`src/rtl/core/cse_pkg.sv`:
```
`timescale 1ns / 1ps
// ----------------------------------------------------------------------------
// cse_pkg
// Types and constants shared by the cosine similarity engine modules.
// ----------------------------------------------------------------------------
package cse_pkg;

  localparam int MAX_DIM    = 4096;
  localparam int ELEM_WIDTH = 16;
  localparam int DIM_WIDTH  = 13;
  localparam int DOT_WIDTH  = 45;
  localparam int NORM_WIDTH = 44;
  localparam int PROD_WIDTH = 2 * NORM_WIDTH;
  localparam int ROOT_WIDTH = NORM_WIDTH;
  localparam int NUM_WIDTH  = DOT_WIDTH + 15;
  localparam int QUO_WIDTH  = 17;
  localparam int QDEPTH     = 4;
  localparam int QPTR_WIDTH = $clog2(QDEPTH);
  localparam int QCNT_WIDTH = $clog2(QDEPTH + 1);
  localparam int STEP_WIDTH = 6;

  localparam logic [1:0] STATUS_OK       = 2'd0;
  localparam logic [1:0] STATUS_ZERO     = 2'd1;
  localparam logic [1:0] STATUS_OVERFLOW = 2'd2;

  typedef struct packed {
    logic signed [ELEM_WIDTH-1:0] elem_a;
    logic signed [ELEM_WIDTH-1:0] elem_b;
    logic                         last;
  } in_item_t;

  typedef struct packed {
    logic signed [15:0]          similarity;
    logic [1:0]                  status;
    logic [DIM_WIDTH-1:0]        dimension;
  } out_item_t;

  typedef struct packed {
    logic signed [DOT_WIDTH-1:0] dot;
    logic [NORM_WIDTH-1:0]       norm_a;
    logic [NORM_WIDTH-1:0]       norm_b;
    logic [DIM_WIDTH-1:0]        count;
    logic                        overflow;
  } job_t;

endpackage

```
`src/rtl/core/cse_front.sv`:
```
`timescale 1ns / 1ps
// ----------------------------------------------------------------------------
// cse_front
// Accepts element pairs, forms the three products and accumulates them.
// ----------------------------------------------------------------------------
module cse_front (
  input  logic              clk,
  input  logic              rst,
  input  logic              in_valid,
  output logic              in_ready,
  input  cse_pkg::in_item_t in_item,
  input  logic              room,
  output logic              push,
  output cse_pkg::job_t     push_job
);

  logic                                   s1_valid;
  cse_pkg::in_item_t                      s1_item;
  logic                                   s2_valid;
  logic                                   s2_last;
  logic signed [2*cse_pkg::ELEM_WIDTH-1:0] s2_ab;
  logic [2*cse_pkg::ELEM_WIDTH-2:0]       s2_aa;
  logic [2*cse_pkg::ELEM_WIDTH-2:0]       s2_bb;

  logic signed [cse_pkg::DOT_WIDTH-1:0]  dot;
  logic [cse_pkg::NORM_WIDTH-1:0]        norm_a;
  logic [cse_pkg::NORM_WIDTH-1:0]        norm_b;
  logic [cse_pkg::DIM_WIDTH-1:0]         count;
  logic                                  overflow;

  logic                                  take;
  cse_pkg::job_t                         job_next;

  assign in_ready = room;

  always_ff @(posedge clk) begin
    if (rst) begin
      s1_valid <= 1'b0;
      s2_valid <= 1'b0;
    end else begin
      s1_valid <= in_valid && in_ready;
      s2_valid <= s1_valid;
    end
    s1_item <= in_item;
    s2_last <= s1_item.last;
    s2_ab   <= s1_item.elem_a * s1_item.elem_b;
    s2_aa   <= (2*cse_pkg::ELEM_WIDTH-1)'(s1_item.elem_a * s1_item.elem_a);
    s2_bb   <= (2*cse_pkg::ELEM_WIDTH-1)'(s1_item.elem_b * s1_item.elem_b);
  end

  always_comb begin
    take = count < cse_pkg::DIM_WIDTH'(cse_pkg::MAX_DIM);
    job_next.dot      = dot;
    job_next.norm_a   = norm_a;
    job_next.norm_b   = norm_b;
    job_next.count    = count;
    job_next.overflow = overflow;
    if (take) begin
      job_next.dot    = dot + {{(cse_pkg::DOT_WIDTH-2*cse_pkg::ELEM_WIDTH)
                                 {s2_ab[2*cse_pkg::ELEM_WIDTH-1]}}, s2_ab};
      job_next.norm_a = norm_a + cse_pkg::NORM_WIDTH'(s2_aa);
      job_next.norm_b = norm_b + cse_pkg::NORM_WIDTH'(s2_bb);
      job_next.count  = count + 1'b1;
    end else begin
      job_next.overflow = 1'b1;
    end
  end

  assign push     = s2_valid && s2_last;
  assign push_job = job_next;

  always_ff @(posedge clk) begin
    if (rst || push) begin
      dot      <= '0;
      norm_a   <= '0;
      norm_b   <= '0;
      count    <= '0;
      overflow <= 1'b0;
    end else if (s2_valid) begin
      dot      <= job_next.dot;
      norm_a   <= job_next.norm_a;
      norm_b   <= job_next.norm_b;
      count    <= job_next.count;
      overflow <= job_next.overflow;
    end
  end

endmodule

```
`src/rtl/core/cse_queue.sv`:
```
`timescale 1ns / 1ps
// ----------------------------------------------------------------------------
// cse_queue
// Short queue of finished accumulations waiting for the back end.
// ----------------------------------------------------------------------------
module cse_queue (
  input  logic          clk,
  input  logic          rst,
  input  logic          push,
  input  cse_pkg::job_t push_job,
  output logic          room,
  output logic          pop_valid,
  input  logic          pop,
  output cse_pkg::job_t pop_job
);

  cse_pkg::job_t                  slots [cse_pkg::QDEPTH];
  logic [cse_pkg::QPTR_WIDTH-1:0] wr_ptr;
  logic [cse_pkg::QPTR_WIDTH-1:0] rd_ptr;
  logic [cse_pkg::QCNT_WIDTH-1:0] fill;

  // Two results may still be in the product pipeline when ready is seen.
  assign room      = fill <= cse_pkg::QCNT_WIDTH'(cse_pkg::QDEPTH - 3);
  assign pop_valid = fill != '0;
  assign pop_job   = slots[rd_ptr];

  always_ff @(posedge clk) begin
    if (rst) begin
      wr_ptr <= '0;
      rd_ptr <= '0;
      fill   <= '0;
    end else begin
      if (push) wr_ptr <= wr_ptr + 1'b1;
      if (pop)  rd_ptr <= rd_ptr + 1'b1;
      fill <= fill + cse_pkg::QCNT_WIDTH'(push) - cse_pkg::QCNT_WIDTH'(pop);
    end
    if (push) slots[wr_ptr] <= push_job;
  end

endmodule

```
`src/rtl/core/cse_back.sv`:
```
`timescale 1ns / 1ps
// ----------------------------------------------------------------------------
// cse_back
// Forms the norm product, its integer root and the scaled quotient, one step
// per cycle, unless a norm is zero, and holds the result until it is taken.
// ----------------------------------------------------------------------------
module cse_back (
  input  logic               clk,
  input  logic               rst,
  input  logic               job_valid,
  output logic               job_pop,
  input  cse_pkg::job_t      job,
  output logic               out_valid,
  input  logic               out_ready,
  output cse_pkg::out_item_t out_item
);

  typedef enum logic [4:0] {
    ST_IDLE = 5'b00001,
    ST_MUL  = 5'b00010,
    ST_SQRT = 5'b00100,
    ST_DIV  = 5'b01000,
    ST_FIN  = 5'b10000
  } state_t;

  state_t                          state;
  logic [cse_pkg::STEP_WIDTH-1:0]  step;
  logic [cse_pkg::PROD_WIDTH-1:0]  wide;
  logic [cse_pkg::PROD_WIDTH-1:0]  mcand;
  logic [cse_pkg::NORM_WIDTH-1:0]  mplier;
  logic [cse_pkg::PROD_WIDTH-1:0]  root;
  logic [cse_pkg::PROD_WIDTH-1:0]  one;
  logic [cse_pkg::NUM_WIDTH-1:0]   divisor;
  logic [cse_pkg::QUO_WIDTH-1:0]   quo;
  logic                            neg;
  logic [cse_pkg::DOT_WIDTH-1:0]   mag;
  logic [1:0]                      status;
  logic [cse_pkg::DIM_WIDTH-1:0]   dimension;
  logic                            zero_norm;

  logic [cse_pkg::PROD_WIDTH-1:0]  trial;
  logic                            trial_ok;
  logic                            div_ok;
  logic signed [15:0]              sim_next;

  assign job_pop = (state == ST_IDLE) && job_valid;

  always_comb begin
    trial    = root + one;
    trial_ok = wide >= trial;
    div_ok   = wide[cse_pkg::NUM_WIDTH-1:0] >= divisor;
    if (zero_norm) begin
      sim_next = '0;
    end else if (neg) begin
      sim_next = (quo > 17'd32768) ? -16'sd32768 : -$signed(quo[15:0]);
    end else begin
      sim_next = (quo > 17'd32767) ? 16'sd32767 : $signed(quo[15:0]);
    end
  end

  always_ff @(posedge clk) begin
    if (rst) begin
      state     <= ST_IDLE;
      out_valid <= 1'b0;
    end else begin
      if (out_valid && out_ready && (state != ST_FIN)) out_valid <= 1'b0;
      unique case (state)
        ST_IDLE: begin
          if (job_valid) begin
            zero_norm <= (job.norm_a == '0) || (job.norm_b == '0);
            neg       <= job.dot[cse_pkg::DOT_WIDTH-1];
            mag       <= job.dot[cse_pkg::DOT_WIDTH-1] ? -job.dot : job.dot;
            dimension <= job.count;
            status    <= job.overflow ? cse_pkg::STATUS_OVERFLOW
                       : ((job.norm_a == '0) || (job.norm_b == '0)) ? cse_pkg::STATUS_ZERO
                       : cse_pkg::STATUS_OK;
            mcand     <= cse_pkg::PROD_WIDTH'(job.norm_a);
            mplier    <= job.norm_b;
            wide      <= '0;
            step      <= '0;
            state     <= ((job.norm_a == '0) || (job.norm_b == '0)) ? ST_FIN : ST_MUL;
          end
        end
        ST_MUL: begin
          if (mplier[0]) wide <= wide + mcand;
          mcand  <= mcand << 1;
          mplier <= mplier >> 1;
          step   <= step + 1'b1;
          if (step == cse_pkg::STEP_WIDTH'(cse_pkg::NORM_WIDTH - 1)) begin
            step  <= '0;
            root  <= '0;
            one   <= cse_pkg::PROD_WIDTH'(1) << (cse_pkg::PROD_WIDTH - 2);
            state <= ST_SQRT;
          end
        end
        ST_SQRT: begin
          if (trial_ok) begin
            wide <= wide - trial;
            root <= (root >> 1) + one;
          end else begin
            root <= root >> 1;
          end
          one  <= one >> 2;
          step <= step + 1'b1;
          if (step == cse_pkg::STEP_WIDTH'(cse_pkg::ROOT_WIDTH - 1)) begin
            step  <= '0;
            state <= ST_DIV;
          end
        end
        ST_DIV: begin
          if (step == '0) begin
            wide    <= cse_pkg::PROD_WIDTH'({mag, 15'd0});
            divisor <= cse_pkg::NUM_WIDTH'({root[cse_pkg::ROOT_WIDTH-1:0], 16'd0});
            quo     <= '0;
            step    <= step + 1'b1;
          end else begin
            if (div_ok) wide <= wide - cse_pkg::PROD_WIDTH'(divisor);
            quo     <= {quo[cse_pkg::QUO_WIDTH-2:0], div_ok};
            divisor <= divisor >> 1;
            step    <= step + 1'b1;
            if (step == cse_pkg::STEP_WIDTH'(cse_pkg::QUO_WIDTH)) begin
              step  <= '0;
              state <= ST_FIN;
            end
          end
        end
        ST_FIN: begin
          if (!out_valid || out_ready) begin
            out_valid           <= 1'b1;
            out_item.similarity <= sim_next;
            out_item.status     <= status;
            out_item.dimension  <= dimension;
            state               <= ST_IDLE;
          end
        end
        default: state <= ST_IDLE;
      endcase
    end
  end

endmodule

```
`src/rtl/core/cosine_similarity_engine_top.sv`:
```
`timescale 1ns / 1ps
// ----------------------------------------------------------------------------
// cosine_similarity_engine_top
// Streaming cosine similarity of two fixed-point vectors.
// ----------------------------------------------------------------------------
// Each input item carries one element pair in Q3.12 and a last flag. Pairs
// are taken one per cycle while input ready is high; a product pipeline of
// two stages feeds the accumulators. The item marked last closes the vector
// and its totals enter a four-entry queue. The back end then takes the
// totals, forms the shift-add norm product, the bit-pair square root and
// the quotient and loads the output register, and it overlaps with the
// accumulation of the next vector. An item whose norm is zero skips the
// arithmetic. One output item per vector gives similarity in Q1.15, a status
// and the pairs used. When the receiver stalls the result waits in the
// output register while the back end may finish the next one; when the
// queue holds more than one entry, input ready falls. Reset empties the
// pipeline and the queue and clears all accumulators.
// ----------------------------------------------------------------------------
module cosine_similarity_engine_top (
  input  logic               clk,
  input  logic               rst,
  input  logic               in_valid,
  output logic               in_ready,
  input  cse_pkg::in_item_t  in_item,
  output logic               out_valid,
  input  logic               out_ready,
  output cse_pkg::out_item_t out_item
);

  logic          room;
  logic          push;
  cse_pkg::job_t push_job;
  logic          pop_valid;
  logic          pop;
  cse_pkg::job_t pop_job;

  cse_front u_front (
    .clk      (clk),
    .rst      (rst),
    .in_valid (in_valid),
    .in_ready (in_ready),
    .in_item  (in_item),
    .room     (room),
    .push     (push),
    .push_job (push_job)
  );

  cse_queue u_queue (
    .clk       (clk),
    .rst       (rst),
    .push      (push),
    .push_job  (push_job),
    .room      (room),
    .pop_valid (pop_valid),
    .pop       (pop),
    .pop_job   (pop_job)
  );

  cse_back u_back (
    .clk       (clk),
    .rst       (rst),
    .job_valid (pop_valid),
    .job_pop   (pop),
    .job       (pop_job),
    .out_valid (out_valid),
    .out_ready (out_ready),
    .out_item  (out_item)
  );

  a_status_code: assert property (@(posedge clk) disable iff (rst)
    out_valid |-> ((out_item.status == cse_pkg::STATUS_OK)
                || (out_item.status == cse_pkg::STATUS_ZERO)
                || (out_item.status == cse_pkg::STATUS_OVERFLOW)))
    else $error("Result item carries an undefined status.");

  a_zero_sim: assert property (@(posedge clk) disable iff (rst)
    (out_valid && out_item.status == cse_pkg::STATUS_ZERO) |-> (out_item.similarity == '0))
    else $error("Zero-norm result item has a nonzero similarity.");

  a_dim_range: assert property (@(posedge clk) disable iff (rst)
    out_valid |-> (out_item.dimension <= cse_pkg::DIM_WIDTH'(cse_pkg::MAX_DIM)))
    else $error("Result item reports more pairs than the maximum.");

  a_overflow_dim: assert property (@(posedge clk) disable iff (rst)
    (out_valid && out_item.status == cse_pkg::STATUS_OVERFLOW)
      |-> (out_item.dimension == cse_pkg::DIM_WIDTH'(cse_pkg::MAX_DIM)))
    else $error("Overflow status without a full vector.");

endmodule

```
`config.mk`:
```
export PLATFORM = sky130hd
export DESIGN_NAME = cosine_similarity_engine_top
export DESIGN_NICKNAME = d
export VERILOG_FILES = /design/src/rtl/core/cse_pkg.sv /design/src/rtl/core/cse_front.sv /design/src/rtl/core/cse_queue.sv /design/src/rtl/core/cse_back.sv /design/src/rtl/core/cosine_similarity_engine_top.sv
export SDC_FILE = /design/constraint.sdc
export NUM_CORES = 2
export LEC_CHECK = 0
export BUFFER_PORTS_ARGS = -buffer_cell sky130_fd_sc_hd__buf_2
export CAP_MARGIN = 0
export CORE_ASPECT_RATIO = 1.2
export CORE_MARGIN = 10
export CORE_UTILIZATION = 45
export CTS_CLUSTER_SIZE = 16
export DETAILED_ROUTE_END_ITERATION = 8
export GPL_TIMING_DRIVEN = 1
export PLACE_DENSITY_LB_ADDON = 0.15
export REMOVE_ABC_BUFFERS = 1
export SLEW_MARGIN = 20
export SYNTH_ARGS = -nofsm -noshare
export SYNTH_HDL_FRONTEND = slang
export SYNTH_SLANG_ARGS = --single-unit
```
`constraint.sdc`:
```
create_clock -name clk -period 20.7 [get_ports clk]
set_input_delay 1.035 -clock clk [delete_from_list [all_inputs] [get_ports clk]]
set_output_delay 1.035 -clock clk [all_outputs]
set_load 0.05 [all_outputs]
```
==> results_dict.tcl <==
set metrics [dict create \
    synth_seq_area_share_pct 36.5 \
    vias 79000 \
    drv_cap 0 \
    yosysTopAreaCellShare_pct 31.1 \
    cp-start-kind "flip-flop" \
    grt_pass1_vias 82000 \
    min_to "u_front.s1_item[1]" \
    synth_top_area_cell "edfxtp_1" \
    hold_slack_ps 283 \
    post_cts_resize_count 0 \
    slew_violations 0 \
    clockRootBuffer "clkbuf_16" \
    dp.cells 13600 \
    final_cells 13900 \
    min_period_over_period_pct 39.8 \
    grt_overflow 0 \
    dr.pass1.iters 7 \
    finalNetCount 12100 \
    htreeDepth 4 \
    drcViolationCount 0 \
    synth_area_mm2 0.108 \
    drive_above_1_share_pct 6.37 \
    synth-seq-cells 1406 \
    initial_utilization_pct 45.3 \
    clk_latency_ps 850 \
    die_w_um 467 \
    total_power_mw 18.9 \
    setup.worst_path.start "u_back.root[6]" \
    yosys-top-cells-area "edfxtp_1 31%, fa_1 14%, ha_1 8.0%" \
    critPathArrivalTime_ps 8920 \
    placed_cell_area_mm2 0.111 \
    setup_viol 0 \
    vias_per_cell 5.68 \
    worstHoldStart "in_item[1]" \
    tightest_slew_ps 1140 \
    finClkSkew_ps 64.5 \
    r2r_setup_slack_ps 12460 \
    areaGrowthSynthToFinish_pct 8.14 \
    hold_depth 1 \
    grt_first_pass_wirelength_um 489000 \
    path_clk_slew_ps 60 \
    critPathCaptureType "flip-flop" \
    finalHoldViolCount 0 \
    synth_ff_type "edfxtp_1" \
    synth_edf_count 1116 \
    antenna_found_initial 5 \
    avgRoutedWirePerCell_um 22.8 \
    fmax_mhz 121 \
    slew_headroom_pct 23.1 \
    path_buf_inv 5 \
    rsz0062_at_grt "no" \
    numCtsBuffers 164 \
    cts_buffer_depth 4 \
    syn_avg_cell_area_um2 10.1 \
    power_per_cell_area_mw_per_mm2 162 \
    timing.rr.end "u_back.root[81]" \
    die_h_um 556 \
    critical_path_peak_fanout 56 \
    max_stage_delay_ps 730 \
    r2r_start "u_back.root[6]" \
    cts_setup_buffers 0 \
    crit_type "flip-flop to flip-flop" \
    yosysMostFrequentCell "nand2_1" \
    cp.depth 30 \
    grt_max_degree 184 \
    finalCriticalPeriod_ps 8240 \
    nFillCells 22100 \
    rows 196 \
    drt-total-wl_um 316000 \
    async_reset_ff_share_pct 0 \
    cts.sinks 1406 \
    multi_input_area_mm2 0.0626 \
    regArea_mm2 0.0393 \
    netlist-cell-type-count 97 \
    postLayoutCellArea_mm2 0.116 \
    crit_top_cell "buf_4" \
    peakVddDrop_mv 0.207 \
    yosysWarningCount 0 \
    outcome "complete, no violations" \
    dieArea_mm2 0.259 \
    critical_path.slowest_cell "a211oi_1" \
    gp_congestion 0.950 \
    hold_buffers 0 \
    io_buffers 69 \
    synthCells 10700 \
    ys_top_cells_by_count "1207 x nand2_1, 1116 x edfxtp_1, 1096 x inv_1" \
    grt_use_total_pct 24.0 \
    ant_nets 0 \
    setup_tns_ps 0 \
    drt-initial-drc-count 5244 \
    p_leak_nw 47.5 \
    ios 70 \
    coreArea_mm2 0.238 \
    tritoncts "yes" \
    r2r_cells 30 \
    hpwl_um 243000 \
    crit_family "compound AO/OA/AOI/OAI gates" \
    worstPathRequired_ps 21390 \
    hold_path.class "input pin to flip-flop" \
]
[worst max-delay path by stage]
stage                            to  slack, ps
floorplan             u_back.one[0]       4590
global placement    u_back.root[81]      12420
detailed placement  u_back.root[81]      12500
CTS                 u_back.root[81]      12460
global route        u_back.root[81]      11830
finish              u_back.root[81]      12460
[per-layer routing]
metal / routed length [µm] / vias up / track usage, %
li1: - / 37100 / -
met1: 127000 / 39500 / 28.7
met2: 162000 / 1820 / 43.5
met3: 11400 / 570 / 2.32
met4: 16300 / 0 / 10.8
met5: 0 / - / 0
[where the power goes]
group          switching, mW  leakage (nW)  internal [mW]
clock                   1.21          2.50           1.64
sequential             0.383          12.7           3.84
combinational           7.14          32.3           4.71
total                   8.74          47.5           10.2
[area by class of cell]
class	count	area share, %
inverters	1102	3.55
well taps	3168	3.40
repair buffers	182	1.06
clock buffers	209	3.79
diodes	3	0.00645
flip-flops and latches	1406	33.8
multi-input cells	7748	53.8
clock inverters	80	0.622
[flip-flops by register name (all words and copies together) (netlist names), 45 cells and up, named ones only]
name / count
u_back.mag: 45
u_queue.slots: 588
u_back.root: 88
u_back.divisor: 60
u_back.mcand: 88
u_back.wide: 88
u_front.dot: 45
[kinds of logic (layout without fill, tap and decap cells)]
logic type | count (synthesis) | after routing | synth area share [%]
adder cells (fa/ha/maj) | 1424 | 1424 | 21.7
flip-flops | 1406 | 1406 | 36.5
other | 0 | 3 | 0
buffers and inverters | 1553 | 1573 | 5.47
AND/OR/NAND/NOR | 3178 | 3178 | 13.8
AO/OA/AOI/OAI | 2210 | 2210 | 12.9
multiplexers | 215 | 215 | 3.71
XOR/XNOR | 721 | 721 | 5.86
[stage by stage]
stage                     util (%)  setup slack, ps
after floorplan                  -             4590
after global placement        46.8            12420
after detailed placement      46.8            12500
after CTS                     48.9            12460
after global routing          48.9            11830
final                         48.9            12460
[layout by cell type, fill, tap and decap left out, drive strengths merged, types with 124 or more instances in the layout]
| cell | instances |
|---|---|
| ha | 690 |
| nand2 | 1208 |
| nor2 | 725 |
| a21o | 257 |
| clkbuf | 209 |
| and2 | 325 |
| edfxtp | 1116 |
| nor3 | 141 |
| a21oi | 572 |
| o21ai | 567 |
| mux4 | 146 |
| xnor2 | 396 |
| nand3 | 180 |
| inv | 1107 |
| buf | 182 |
| a31oi | 154 |
| dfxtp | 290 |
| xor2 | 325 |
| fa | 734 |
| nand4 | 124 |
Power figures use the tool's default switching activity.
